===== src/rtl/core/ipfse_pkg.sv =====
// Shared types, constants and the CRC-8 step function for the IR packet framer.
// Used by the controller, the datapath and the top level; depends on nothing.
`timescale 1ns / 1ps
`default_nettype none

package ipfse_pkg;

  // Symbol geometry: digits per framed byte and bits per digit.
  localparam int BITS_PER_SYMBOL = 4;
  localparam int DIGITS_PER_BYTE = 2;

  // Most symbols that one input beat may produce; later ones are dropped.
  localparam int MAX_RESULTS = 21;

  localparam int SYM_W = 5;
  localparam int IDX_W = $clog2(DIGITS_PER_BYTE + 1);
  localparam int CNT_W = $clog2(MAX_RESULTS + 1);

  // Framing bytes.
  localparam logic [7:0] SOF_BYTE = 8'h7E;
  localparam logic [7:0] ESC_BYTE = 8'h7D;
  localparam logic [7:0] ESC_XOR  = 8'h20;
  localparam logic [7:0] CRC_POLY = 8'h07;

  localparam logic [SYM_W-1:0] START_SYMBOL = '0;
  localparam logic [SYM_W-1:0] PREV_RESET   = '1;

  typedef enum logic {
    ST_IDLE,
    ST_SEND
  } state_e;

  // Which framed byte is going out.
  typedef enum logic [1:0] {
    KIND_SOF,
    KIND_LEN,
    KIND_PAY,
    KIND_CRC
  } kind_e;

  // Commands from the controller to the datapath.
  typedef struct packed {
    logic  capture;
    logic  emit;
    logic  emit_start;
    logic  keep;
    logic  last;
    logic  pay_update;
    logic  esc_part;
    kind_e kind;
  } ctrl_cmd_t;

  // Status from the datapath to the controller.
  typedef struct packed {
    logic rem_nz;
    logic rem_zero;
    logic len_zero;
    logic needs_esc;
    logic out_stall;
  } dp_status_t;

  // One byte through the SMBus PEC CRC-8, most significant bit first.
  function automatic logic [7:0] crc8_byte(input logic [7:0] crc, input logic [7:0] b);
    logic [7:0] c;
    c = crc ^ b;
    for (int i = 0; i < 8; i++) begin
      c = c[7] ? ((c << 1) ^ CRC_POLY) : (c << 1);
    end
    return c;
  endfunction

endpackage

`default_nettype wire


===== src/rtl/core/ipfse_ctrl.sv =====
// Controller for the IR packet framer: sequences the framed bytes of a beat,
// the escape halves and the symbols of each byte. Depends on ipfse_pkg.
`timescale 1ns / 1ps
`default_nettype none

module ipfse_ctrl (
  input  wire logic                clk_i,
  input  wire logic                rst_ni,
  input  wire logic                in_accept_i,
  input  wire logic                in_first_i,
  input  wire ipfse_pkg::dp_status_t status_i,
  output ipfse_pkg::ctrl_cmd_t     cmd_o,
  output logic                     in_ready_o
);

  import ipfse_pkg::*;

  state_e           state_q, state_d;
  kind_e            kind_q, kind_d;
  logic             esc_q, esc_d;
  logic [IDX_W-1:0] idx_q, idx_d;
  logic [CNT_W-1:0] cnt_q, cnt_d;

  logic  part_done;
  logic  byte_done;
  logic  final_sym;
  kind_e kind_next;

  // State and sequencing registers.
  always_ff @(posedge clk_i or negedge rst_ni) begin
    if (!rst_ni) begin
      state_q <= ST_IDLE;
      kind_q  <= KIND_SOF;
      esc_q   <= 1'b0;
      idx_q   <= '0;
      cnt_q   <= '0;
    end else begin
      state_q <= state_d;
      kind_q  <= kind_d;
      esc_q   <= esc_d;
      idx_q   <= idx_d;
      cnt_q   <= cnt_d;
    end
  end

  // The byte that follows the current one in the frame.
  always_comb begin
    unique case (kind_q)
      KIND_SOF: kind_next = KIND_LEN;
      KIND_LEN: kind_next = status_i.len_zero ? KIND_CRC : KIND_PAY;
      KIND_PAY: kind_next = KIND_CRC;
      KIND_CRC: kind_next = KIND_CRC;
      default:  kind_next = KIND_CRC;
    endcase
  end

  assign part_done = (idx_q == IDX_W'(DIGITS_PER_BYTE));
  assign byte_done = part_done && (!status_i.needs_esc || esc_q);
  assign final_sym = byte_done &&
                     ((kind_q == KIND_CRC) || ((kind_q == KIND_PAY) && !status_i.rem_zero));

  // Next state and commands.
  always_comb begin
    state_d    = state_q;
    kind_d     = kind_q;
    esc_d      = esc_q;
    idx_d      = idx_q;
    cnt_d      = cnt_q;
    in_ready_o = 1'b0;

    cmd_o            = '0;
    cmd_o.kind       = kind_q;
    cmd_o.esc_part   = esc_q;

    unique case (state_q)
      ST_IDLE: begin
        in_ready_o = 1'b1;
        if (in_accept_i) begin
          cmd_o.capture = 1'b1;
          cnt_d         = '0;
          esc_d         = 1'b0;
          idx_d         = '0;
          if (in_first_i) begin
            kind_d  = KIND_SOF;
            state_d = ST_SEND;
          end else if (status_i.rem_nz) begin
            kind_d  = KIND_PAY;
            state_d = ST_SEND;
          end
        end
      end

      ST_SEND: begin
        if (!status_i.out_stall) begin
          cmd_o.emit       = 1'b1;
          cmd_o.emit_start = (idx_q == '0);
          cmd_o.pay_update = (kind_q == KIND_PAY) && !esc_q && (idx_q == '0);
          cmd_o.keep       = (cnt_q != CNT_W'(MAX_RESULTS));
          cmd_o.last       = final_sym || (cnt_q == CNT_W'(MAX_RESULTS - 1));
          if (cnt_q != CNT_W'(MAX_RESULTS)) begin
            cnt_d = cnt_q + CNT_W'(1);
          end

          // Advance through the symbols, the escape halves and the bytes.
          if (part_done) begin
            idx_d = '0;
            if (byte_done) begin
              esc_d = 1'b0;
              if (final_sym) begin
                state_d = ST_IDLE;
              end else begin
                kind_d = kind_next;
              end
            end else begin
              esc_d = 1'b1;
            end
          end else begin
            idx_d = idx_q + IDX_W'(1);
          end
        end
      end

      default: begin
        state_d = ST_IDLE;
      end
    endcase
  end

endmodule

`default_nettype wire


===== src/rtl/core/ipfse_datapath.sv =====
// Datapath for the IR packet framer: input capture, CRC and length counters,
// byte stuffing, digit-to-symbol mapping and the output register. Uses ipfse_pkg.
`timescale 1ns / 1ps
`default_nettype none

module ipfse_datapath (
  input  wire logic                 clk_i,
  input  wire logic                 rst_ni,
  input  ipfse_pkg::ctrl_cmd_t      cmd_i,
  input  wire logic [7:0]           data_byte_i,
  input  wire logic                 first_i,
  input  wire logic [7:0]           packet_length_i,
  input  wire logic                 out_ready_i,
  output ipfse_pkg::dp_status_t     status_o,
  output logic                      out_valid_o,
  output logic [ipfse_pkg::SYM_W-1:0] out_symbol_o,
  output logic                      out_last_o
);

  import ipfse_pkg::*;

  logic [7:0]       data_q;
  logic [7:0]       len_q;
  logic [7:0]       crc_q, crc_d;
  logic [7:0]       rem_q, rem_d;
  logic [SYM_W-1:0] prev_q;
  logic [7:0]       shift_q;
  logic             out_valid_q;
  logic [SYM_W-1:0] out_sym_q;
  logic             out_last_q;

  logic [7:0]       src_byte;
  logic [7:0]       raw_byte;
  logic             needs_esc;
  logic [SYM_W-1:0] sym_base;
  logic [SYM_W-1:0] sym_digit;
  logic [SYM_W-1:0] sym_out;

  // Byte of the frame selected by the controller, before stuffing.
  always_comb begin
    unique case (cmd_i.kind)
      KIND_SOF: src_byte = SOF_BYTE;
      KIND_LEN: src_byte = len_q;
      KIND_PAY: src_byte = data_q;
      KIND_CRC: src_byte = crc_q;
      default:  src_byte = SOF_BYTE;
    endcase
  end

  // Escape handling: the opening flag is never stuffed.
  assign needs_esc = (cmd_i.kind != KIND_SOF) &&
                     ((src_byte == SOF_BYTE) || (src_byte == ESC_BYTE));

  always_comb begin
    if (cmd_i.esc_part) begin
      raw_byte = src_byte ^ ESC_XOR;
    end else if (needs_esc) begin
      raw_byte = ESC_BYTE;
    end else begin
      raw_byte = src_byte;
    end
  end

  // Digit symbol: digit plus one, bumped past the previous symbol.
  assign sym_base  = SYM_W'(shift_q[BITS_PER_SYMBOL-1:0]) + SYM_W'(1);
  assign sym_digit = (sym_base >= prev_q) ? (sym_base + SYM_W'(1)) : sym_base;
  assign sym_out   = cmd_i.emit_start ? START_SYMBOL : sym_digit;

  // Running CRC and payload count of the open frame.
  always_comb begin
    crc_d = crc_q;
    rem_d = rem_q;
    if (cmd_i.capture && first_i) begin
      crc_d = crc8_byte(8'h00, packet_length_i);
      rem_d = packet_length_i;
    end else if (cmd_i.emit && cmd_i.pay_update) begin
      crc_d = crc8_byte(crc_q, data_q);
      rem_d = rem_q - 8'd1;
    end
  end

  // Frame state and the output valid flag.
  always_ff @(posedge clk_i or negedge rst_ni) begin
    if (!rst_ni) begin
      crc_q       <= '0;
      rem_q       <= '0;
      prev_q      <= PREV_RESET;
      out_valid_q <= 1'b0;
    end else begin
      crc_q <= crc_d;
      rem_q <= rem_d;
      if (cmd_i.emit) begin
        prev_q <= sym_out;
      end
      if (cmd_i.emit && cmd_i.keep) begin
        out_valid_q <= 1'b1;
      end else if (out_ready_i) begin
        out_valid_q <= 1'b0;
      end
    end
  end

  // Captured beat, digit shifter and output payload.
  always_ff @(posedge clk_i) begin
    if (cmd_i.capture) begin
      data_q <= data_byte_i;
      len_q  <= packet_length_i;
    end
    if (cmd_i.emit) begin
      if (cmd_i.emit_start) begin
        shift_q <= raw_byte;
      end else begin
        shift_q <= shift_q >> BITS_PER_SYMBOL;
      end
    end
    if (cmd_i.emit && cmd_i.keep) begin
      out_sym_q  <= sym_out;
      out_last_q <= cmd_i.last;
    end
  end

  // Status back to the controller.
  always_comb begin
    status_o.rem_nz    = (rem_q != 8'd0);
    status_o.rem_zero  = (rem_q == 8'd0);
    status_o.len_zero  = (len_q == 8'd0);
    status_o.needs_esc = needs_esc;
    status_o.out_stall = out_valid_q && !out_ready_i;
  end

  assign out_valid_o  = out_valid_q;
  assign out_symbol_o = out_sym_q;
  assign out_last_o   = out_last_q;

endmodule

`default_nettype wire


===== src/rtl/core/ir_packet_framer_symbol_encoder_unit.sv =====
// IR packet framer: one beat in, up to 21 symbol beats out, one symbol per cycle
// while the output is not stalled. The beat is captured in the idle state, and its
// symbols go from the send state into the output register. Each framed byte it sends
// is a start symbol and two digit symbols; a beat sends at most seven framed bytes.
// The controller works on one beat at a time; output stalls pause the emitter.
// Reset clears the CRC and byte count and sets the previous symbol to 31.
`timescale 1ns / 1ps
`default_nettype none

module ir_packet_framer_symbol_encoder_unit (
  input  wire logic        clk_i,
  input  wire logic        rst_ni,
  input  wire logic        s_axis_tvalid_i,
  output logic             s_axis_tready_o,
  input  wire logic [15:0] s_axis_tdata_i,  // [7:0] data_byte, [15:8] packet_length
  input  wire logic [0:0]  s_axis_tuser_i,  // [0] first_of_packet
  output logic             m_axis_tvalid_o,
  input  wire logic        m_axis_tready_i,
  output logic [7:0]       m_axis_tdata_o,  // [4:0] symbol, [7:5] zero
  output logic             m_axis_tlast_o   // run_last
);

  import ipfse_pkg::*;

  ctrl_cmd_t        cmd;
  dp_status_t       status;
  logic             in_accept;
  logic [SYM_W-1:0] out_symbol;

  assign in_accept = s_axis_tvalid_i && s_axis_tready_o;

  // Byte and symbol sequencer.
  ipfse_ctrl u_ctrl (
    .clk_i       (clk_i),
    .rst_ni      (rst_ni),
    .in_accept_i (in_accept),
    .in_first_i  (s_axis_tuser_i[0]),
    .status_i    (status),
    .cmd_o       (cmd),
    .in_ready_o  (s_axis_tready_o)
  );

  // CRC, stuffing, symbol mapping and output register.
  ipfse_datapath u_datapath (
    .clk_i           (clk_i),
    .rst_ni          (rst_ni),
    .cmd_i           (cmd),
    .data_byte_i     (s_axis_tdata_i[7:0]),
    .first_i         (s_axis_tuser_i[0]),
    .packet_length_i (s_axis_tdata_i[15:8]),
    .out_ready_i     (m_axis_tready_i),
    .status_o        (status),
    .out_valid_o     (m_axis_tvalid_o),
    .out_symbol_o    (out_symbol),
    .out_last_o      (m_axis_tlast_o)
  );

  assign m_axis_tdata_o = {(8 - SYM_W)'(0), out_symbol};

`ifndef SYNTHESIS
  // Symbols stay within the 18-tone alphabet.
  a_symbol_range: assert property (@(posedge clk_i) disable iff (!rst_ni)
    m_axis_tvalid_o |-> (m_axis_tdata_o[4:0] <= 5'd17))
    else $error("symbol out of range");

  // A start-of-packet beat always opens a frame, so the block is busy next.
  a_sof_busy: assert property (@(posedge clk_i) disable iff (!rst_ni)
    (s_axis_tvalid_i && s_axis_tready_o && s_axis_tuser_i[0]) |=> !s_axis_tready_o)
    else $error("start of packet produced no frame");

  // A byte start symbol is never the final symbol of a beat.
  a_start_not_last: assert property (@(posedge clk_i) disable iff (!rst_ni)
    (m_axis_tvalid_o && (m_axis_tdata_o[4:0] == 5'd0)) |-> !m_axis_tlast_o)
    else $error("run ended on a byte start symbol");
`endif

endmodule

`default_nettype wire


===== config.mk =====
export PLATFORM = sky130hd
export DESIGN_NAME = ir_packet_framer_symbol_encoder_unit
export DESIGN_NICKNAME = d
export VERILOG_FILES = /design/src/rtl/core/ipfse_pkg.sv /design/src/rtl/core/ipfse_ctrl.sv /design/src/rtl/core/ipfse_datapath.sv /design/src/rtl/core/ir_packet_framer_symbol_encoder_unit.sv
export SDC_FILE = /design/constraint.sdc
export NUM_CORES = 1
export LEC_CHECK = 0
export BUFFER_PORTS_ARGS = -buffer_cell sky130_fd_sc_hd__buf_2
export CAP_MARGIN = 15
export CELL_PAD_IN_SITES_DETAIL_PLACEMENT = 0
export CELL_PAD_IN_SITES_GLOBAL_PLACEMENT = 1
export CORE_AREA = 2 2 89 91
export DETAILED_ROUTE_END_ITERATION = 12
export DIE_AREA = 0 0 91 93
export PLACE_DENSITY = 0.81
export SYNTH_ARGS = -nofsm -noshare
export SYNTH_HDL_FRONTEND = slang
export SYNTH_HIERARCHICAL = 1
export SYNTH_SLANG_ARGS = --single-unit

===== constraint.sdc =====
create_clock -name clk_i -period 4.7 [get_ports clk_i]
set_input_delay 0.705 -clock clk_i [delete_from_list [all_inputs] [get_ports clk_i]]
set_output_delay 0.705 -clock clk_i [all_outputs]
set_load 0.01 [all_outputs]

==> results.txt, run 1 <==
The run finished with clean final reports. STA classifies the critical path endpoint as a flop. The data required time of the critical path is 4.93 ns. The number of violations of the max-capacitance limit is 0.

The row count is 32. In this run the critical register-to-register path is captured at u_datapath/rem_q[6]$_DFFE_PN0P_. The floorplan core area is 0.007527 sq mm. For flop-to-flop paths, the worst setup slack is 2.15 ns. Counting flops with an async set or reset pin after synthesis yields a share of 52.38%. Clock-pin slew was measured on the worst setup and hold paths at 0.07 ns. The number of cells on the worst reg-to-reg path is 6. The number of gates resized after CTS was 0. Synthesis produced 337 cells. The post-route non-filler standard cell count is 472. A synthesized cell averages 10.72 sq um.

The final layout contains routed wiring with a total length of 7007 um. In the post-synthesis netlist, the cell with the most instances is sky130_fd_sc_hd__xnor2_1. The post-synthesis sequential area ratio came out at 47.96%. At the worst endpoint, the arrival time is 2.77 ns.

Setup repair after global routing left no endpoint under its margin. The width of the die came out at 91 um. The initial antenna violation count is 0. Setup violations remaining at the end of the flow were counted as 0. The actual slew at the worst max-slew pin is 0.9337 ns.

The summed instance area of the synthesized netlist is 0.003613 sq mm. The number of buffers inserted by post-CTS setup repair is 0. The total congestion overflow after global routing came out at 0. The highest clock frequency the design can meet is 0.3925 GHz.

The layout net count is 398. The H-tree was split into 3 levels. The layout cell share with drive strength beyond 1 came out at 17.57%. The critical path goes through inv_1 -> and2_1 -> nand2_2 -> inv_2 -> nand2_1 -> mux2_2. The number of clock sinks came out at 63. The total number of yosys warnings is 6. Entering global routing, the biggest net connects 34 pins. In the synthesized netlist the dominant register cell turns out to be sky130_fd_sc_hd__edfxtp_1.

In this run the power density over the cells is 744.3 mW/mm^2. The summed negative setup slack over all endpoints came out at 0 ns. TritonCTS built the clock tree. In this run the worst setup path begins at u_ctrl/state_q$_DFF_PN0_. sky130_fd_sc_hd__edfxtp_1 takes more of the synthesized area than any other cell.

The post-synthesis to final-layout area growth is 12.33%. The highest net fanout along the worst path came out at 30. The clock latency reported for the late side of the worst-skew pair came out at 0.34 ns.

The via count normalized by instance count came out at 5.123. The average routed wire per standard cell is 14.85 um. The number of synthesized flops with an enable pin came out at 30.

The number of pins exceeding their max-slew limit in the final report is 0. The area of the die is 0.008463 sq mm. The number of global-route vias before repair came to 2367. The violation count after the first detailed-routing iteration came out at 117. Clock skew on the completed layout was measured at 0.005854 ns. In this run the count of I/O pins placed on the die edge is 32. Buffers inserted during clock tree synthesis total 9. STA classifies the critical path startpoint as a flop. The critical path ends at u_datapath/rem_q[6]$_DFFE_PN0P_.

Detailed placement finished with a half-perimeter wire length of 4994 um. The placer's final routability congestion estimate came out at 0.8283. The die outline height is 93 um. CTS placed an instance of sky130_fd_sc_hd__clkbuf_8 at the clock tree root.

0 antenna diodes ended up in the layout. The count of buffers added on input and output ports is 28. The number of vias in the routed layout is 2418. The first-pass GRT wire length came out at 11640 um. In this run the biggest area consumer among cell types represents 24.93% of the synthesized area. The critical path is of the flop to flop type. The path class of the tightest hold or removal check is input port to async pin.

The post-layout minimum cycle time came out at 2.548 ns. The initial utilization of the core area, before any placement, comes to 48.01%. The remaining routing DRC violations is 0. The maximum clock insertion buffer count is 2. For this design the static power due to leakage is 1.640 nW. The longest individual stage delay on the worst path is 0.68 ns. The number of buffers and inverters on the critical path is 2. The startpoint of the lowest-slack register-to-register path is u_ctrl/state_q$_DFF_PN0_.

The hold violation count in the final report was 0. The number of hold buffers added after cts is 0. The library cell contributing the largest single delay on the critical path is sky130_fd_sc_hd__nand2_1. The number of gates on the worst path with buffers counted came out at 6. The cell family contributing the most delay on the critical path is simple AND/OR/NAND/NOR gates. The share of the clock period used by the worst path is 54.20%. The total track usage came out at 17.71%. The number of instances in the placed design came out at 456. Ranked by instance count, the synthesized netlist is headed by sky130_fd_sc_hd__xnor2_1, sky130_fd_sc_hd__nor2_1, sky130_fd_sc_hd__edfxtp_1. Headroom to the max-slew limit came out at 37.61%. The largest voltage drop on the vdd net is 287.1 uV. The first detailed-routing pass ran for 4 iterations.

The synthesized design contains 63 register bits. The count of nets left with antenna violations after detail routing is 0. By area the synthesized netlist is led by sky130_fd_sc_hd__edfxtp_1, sky130_fd_sc_hd__dfrtp_1, sky130_fd_sc_hd__xnor2_1. The number of unique standard cell types used by synthesis came out at 61.
==> through the flow <==
| stage | power (mW) | cell area [sq um] | hold slack [ns] | util [%] | setup slack, ns |
|---|---|---|---|---|---|
| 2_1_floorplan | 2.149 | 3621 | 0.4094 | - | 2.443 |
| 3_3_place_gp | 2.418 | 3814 | 0.4691 | 50.66 | 2.017 |
| 3_5_place_dp | 2.441 | 3814 | 0.4716 | 50.66 | 1.986 |
| 4_1_cts | 3.035 | 4059 | 0.4672 | 53.92 | 2.146 |
| 5_1_grt | 3.254 | 4059 | 0.4986 | 53.92 | 1.888 |
| 6_report | 3.021 | 4059 | 0.4367 | 53.92 | 2.152 |
==> worst reg2reg max path: stages (launching register included) <==
cell and delay, ns:
sky130_fd_sc_hd__dfrtp_1 0.42, sky130_fd_sc_hd__inv_1 0.16, sky130_fd_sc_hd__and2_1 0.16, sky130_fd_sc_hd__nand2_2 0.11, sky130_fd_sc_hd__inv_2 0.40, sky130_fd_sc_hd__nand2_1 0.68
sky130_fd_sc_hd__mux2_2 0.50
==> layout by cell type (no fill, tap or decap), types with 3 or more instances in the layout <==
master and n:
sky130_fd_sc_hd__and3_1 4, sky130_fd_sc_hd__nand2b_1 4, sky130_fd_sc_hd__or4_1 3, sky130_fd_sc_hd__clkbuf_8 10, sky130_fd_sc_hd__buf_2 28, sky130_fd_sc_hd__dfstp_2 5
sky130_fd_sc_hd__dfrtp_1 28, sky130_fd_sc_hd__a31oi_1 3, sky130_fd_sc_hd__mux2i_1 11, sky130_fd_sc_hd__inv_1 18, sky130_fd_sc_hd__nand2_1 15, sky130_fd_sc_hd__bufinv_16 3
sky130_fd_sc_hd__nand3_1 7, sky130_fd_sc_hd__conb_1 3, sky130_fd_sc_hd__o21ai_0 9, sky130_fd_sc_hd__edfxtp_1 30, sky130_fd_sc_hd__a21oi_1 20, sky130_fd_sc_hd__ha_1 12
sky130_fd_sc_hd__nor3_1 8, sky130_fd_sc_hd__nor2_1 33, sky130_fd_sc_hd__xor2_1 11, sky130_fd_sc_hd__nor2b_1 3, sky130_fd_sc_hd__xnor2_1 41, sky130_fd_sc_hd__and2_1 7
sky130_fd_sc_hd__a2bb2oi_1 4, sky130_fd_sc_hd__mux2_2 3
==> report_power, final <==
part | internal [mW] | switching, mW | leakage [nW]
sequential | 0.870 | 0.210 | 0.674
combinational | 0.630 | 0.733 | 0.844
clock | 0.365 | 0.214 | 0.122
total | 1.86 | 1.16 | 1.64
==> layer usage <==
metal	share of wire, %	routed length, um	vias to the layer above	GRT usage (%)
met2	47	3301	32	27.22
li1	-	-	1229	-
met3	2.3	159	11	2.981
met1	49	3423	1146	24.64
met4	1.8	123	0	8.333
met5	0	0	-	0
==> cells by family (layout without fill, tap and decap cells) <==
group           Yosys count  count (layout)  share of synthesized area [%]
mux                      14              14                          3.982
compound gates           61              61                          11.36
fa+ha+maj                12              12                          4.155
simple gates             97              97                          13.95
xor+xnor                 54              54                          13.88
other cells               1               3                         0.1038
flops                    63              63                          47.96
buf+inv                  35              66                          4.605
==> final cells by class <==
class,instances,area [sq um]
clock buffer,10,137.6
clock inverter,6,107.6
fill,690,3468
inverter,21,83.83
multi-input combinational,241,1722
sequential,63,1733
tap,102,127.6
timing repair buffer,29,147.6
==> how the worst min path moves through the flow <==
| stage | end | cells after the start | from | slack [ns] |
|---|---|---|---|---|
| 2_1_floorplan | u_ctrl/cnt_q[0]$_DFFE_PN0P_ | 0 | rst_ni | 0.41 |
| 3_3_place_gp | u_datapath/prev_q[0]$_DFFE_PN1P_ | 2 | u_datapath/prev_q[0]$_DFFE_PN1P_ | 0.47 |
| 3_5_place_dp | u_datapath/prev_q[0]$_DFFE_PN1P_ | 2 | u_datapath/prev_q[0]$_DFFE_PN1P_ | 0.47 |
| 4_1_cts | u_datapath/out_valid_o$_DFFE_PN0P_ | 1 | rst_ni | 0.47 |
| 5_1_grt | u_ctrl/idx_q[1]$_DFFE_PN0P_ | 1 | rst_ni | 0.50 |
| 6_report | u_ctrl/state_q$_DFF_PN0_ | 1 | rst_ni | 0.44 |
==> state kept, by name, summed over array words and instances (netlist names) <==
register / cells
u_ctrl/esc_q: 1
u_ctrl/state_q: 1
u_ctrl/idx_q: 2
u_ctrl/cnt_q: 5
u_datapath/out_symbol_o: 5
u_datapath/crc_q: 8
u_datapath/prev_q: 5
u_datapath/shift_q: 8
u_datapath/len_q: 8
u_datapath/out_valid_o: 1
u_ctrl/kind_q: 2
u_datapath/out_last_o: 1
u_datapath/rem_q: 8
u_datapath/data_q: 8
(Power assumes the default switching activity.)
==> inputs of run 2 (changes only) <==
- CORE_AREA: 2 2 89 91 -> 2 2 95 97
- DIE_AREA: 0 0 91 93 -> 0 0 97 99
- PLACE_DENSITY: 0.81 -> 0.75
- clock period: 4.7 -> 2.3 ns (I/O delays scaled with it)
==> run 2 against run 1 <==
Effect of this change: design area grew 3.2%; first-iteration DRC count grew 15%; clock power grew 120%; critical endpoint is now u_ctrl/kind_q[0]$_DFFE_PN0P_.
==> results.txt, run 2 (synthesized netlist as in run 1, its figures left out) <==
The average routed wire per standard cell is 14.79 um. For this block, the via count after detailed routing is 2514. The count of nets left with antenna violations after detail routing is 0.

The max-slew headroom at the worst pin is 45.05%. The total I/O pin count is 32. The number of antenna cells inserted came out at 0.

The clock net in this run drives a total of 63 sinks. The die outline height is 99 um. The sort of element at the start of the critical path is a flop.

The clock slew at the register clock pins of the worst setup and hold paths came out at 0.07 ns. The total congestion overflow after global routing came out at 0. The number of pins exceeding their max-slew limit in the final report is 0. The worst setup path is captured at a flop. The number of buffers inserted during clock tree synthesis is 9.

The largest voltage drop on the vdd net came out at 501.6 uV. The total power came out at 6.442 mW. For the worst setup path, the data required time is 2.51 ns.

In this run the worst path has a maximum fanout of 4. In this run the register-to-register setup slack is 0.08 ns. For this run, the total global-route usage over all layers was measured as 15.50%. The flow ran to the end, and the final reports show no timing, DRC or antenna violations.

Entering global routing, the biggest net connects 34 pins. The hold violation count in the final report is 0. The layout net count came out at 406. The routed design could run at a clock period as short as 2.223 ns.

The share of the clock period used by the worst path is 96.63%. The number of H-tree branching levels is 3. The width of the die is 97 um. The number of global-route vias before repair came out at 2443.

The maximum clock insertion buffer count came out at 2. The library cells used most frequently in the layout, excluding fill and tap cells, are sky130_fd_sc_hd__xnor2_1, sky130_fd_sc_hd__nor2_1, sky130_fd_sc_hd__edfxtp_1. The setup path with the least slack is of type flop to flop. The number of hold buffers added after cts came out at 0. Global routing used 3.759% of the available met3 tracks. The endpoint of the worst register-to-register path is u_ctrl/kind_q[0]$_DFFE_PN0P_.

The highest clock frequency the design can meet is 0.4499 GHz. The arrival time of the worst setup path is 2.44 ns. The clock skew came out at 0.009040 ns. The worst register-to-register path begins at u_datapath/rem_q[3]$_DFFE_PN0P_. The clock latency reported for the late side of the worst-skew pair came out at 0.33 ns. The sum of net half-perimeters after detailed placement is 5086 um. The floorplan step defined a die boundary enclosing 0.009603 sq mm. The actual slew at the worst max-slew pin came out at 0.8242 ns. The global routing usage on met1 came out at 20.87%. The cell chosen for the clock root is sky130_fd_sc_hd__clkbuf_8.

The layer flagged by global routing as most heavily used is met2. After detailed routing, the total wire length is 7188 um. Leaving out fill and tap cells, the most frequent cell in the layout is sky130_fd_sc_hd__xnor2_1.

The number of violations of the max-capacitance limit is 0. Fill cells in the final layout number 805. Setup repair after global routing could not meet its margin everywhere. TritonCTS built the clock tree. The floorplan core area came out at 0.008551 sq mm. The first-pass GRT wire length came out at 11870 um. The path depth of the worst reg2reg path came out at 5. The area growth from synthesis to layout is 15.93%. The layout cell share with drive strength beyond 1 is 20.63%. The starting density of the core is 42.26%.

For this run, global-route usage on met2 was measured as 25.27%. The number of instances in the placed design is 469. For this block, the initial DRC count from the detailed router was 135. The number of search-and-repair iterations in the first detailed-routing pass is 4.

The cell leakage power is 1.701 nW. The via count normalized by instance count came out at 5.173. The post-route non-filler standard cell count is 486. For this run, design rule violations remaining after detail routing come to 0.

The congestion estimate from routability-driven global placement came to 0.8572. The row count came out at 34. The initial antenna violation count came out at 0. The total of buffers placed on input and output ports is 28.

The worst hold path belongs to the class input port to async pin. The power density over the cells came out at 1538 mW/mm^2. The final-report setup violation count is 0.
[run 2: timing repair]
item	in CTS	in global routing
buffers inserted	0	1
resized for setup	0	4
endpoints found under the setup margin	0	12
[run 2: metrics by stage]
step	util (%)	setup slack (ns)	setup TNS (ns)	hold slack [ns]	area (sq um)
CTS	48.71	0.02846	0	0.1281	4165
floorplan	-	0.1288	0	0.04941	3621
detailed placement	45.51	0.04339	0	0.4765	3891
finish	48.99	0.07747	0	0.1071	4189
global placement	45.51	0.1187	0	0.4737	3891
global route	48.99	-0.003285	-0.003285	0.1515	4189
[run 2: per-layer routing]
layer / vias to the layer above / routed length, um
met1: 1216 / 3394
li1: 1248 / -
met2: 45 / 3485
met5: - / 0
met3: 5 / 248
met4: 0 / 60
[run 2: final cells by class]
cell class	count	area, sq um	area share [%]
Clock buffer	12	176.4	4.211
Clock inverter	4	97.59	2.330
Inverter	21	83.83	2.001
Multi-Input combinational cell	241	1742	41.58
Sequential cell	63	1734	41.40
Tap cell	108	135.1	3.226
Timing Repair Buffer	37	220.2	5.257
[run 2: worst max-delay path by stage]
stage,from,endpoint
finish,u_datapath/rem_q[3]$_DFFE_PN0P_,u_ctrl/kind_q[0]$_DFFE_PN0P_
floorplan,u_datapath/shift_q[0]$_DFFE_PP_,u_datapath/out_symbol_o[2]$_DFFE_PP_
detailed placement,u_datapath/rem_q[3]$_DFFE_PN0P_,u_datapath/out_last_o$_DFFE_PP_
global route,u_datapath/shift_q[0]$_DFFE_PP_,u_datapath/prev_q[3]$_DFFE_PN1P_
CTS,u_datapath/rem_q[3]$_DFFE_PN0P_,u_datapath/out_last_o$_DFFE_PP_
global placement,u_datapath/shift_q[0]$_DFFE_PP_,u_datapath/out_symbol_o[2]$_DFFE_PP_
[run 2: worst max-delay path, cell delays in order, from the launching register on]
cell                       delay (ns)
sky130_fd_sc_hd__dfrtp_1         0.42
sky130_fd_sc_hd__or4_1           0.58
sky130_fd_sc_hd__or4b_4          0.53
sky130_fd_sc_hd__inv_2           0.08
sky130_fd_sc_hd__a21boi_0        0.12
sky130_fd_sc_hd__o41ai_2         0.37
[run 2: where the power goes]
part | switching (mW) | internal [mW] | total (mW)
clock | 0.430 | 0.845 | 1.28
combinational | 1.62 | 1.42 | 3.04
sequential | 0.347 | 1.78 | 2.13
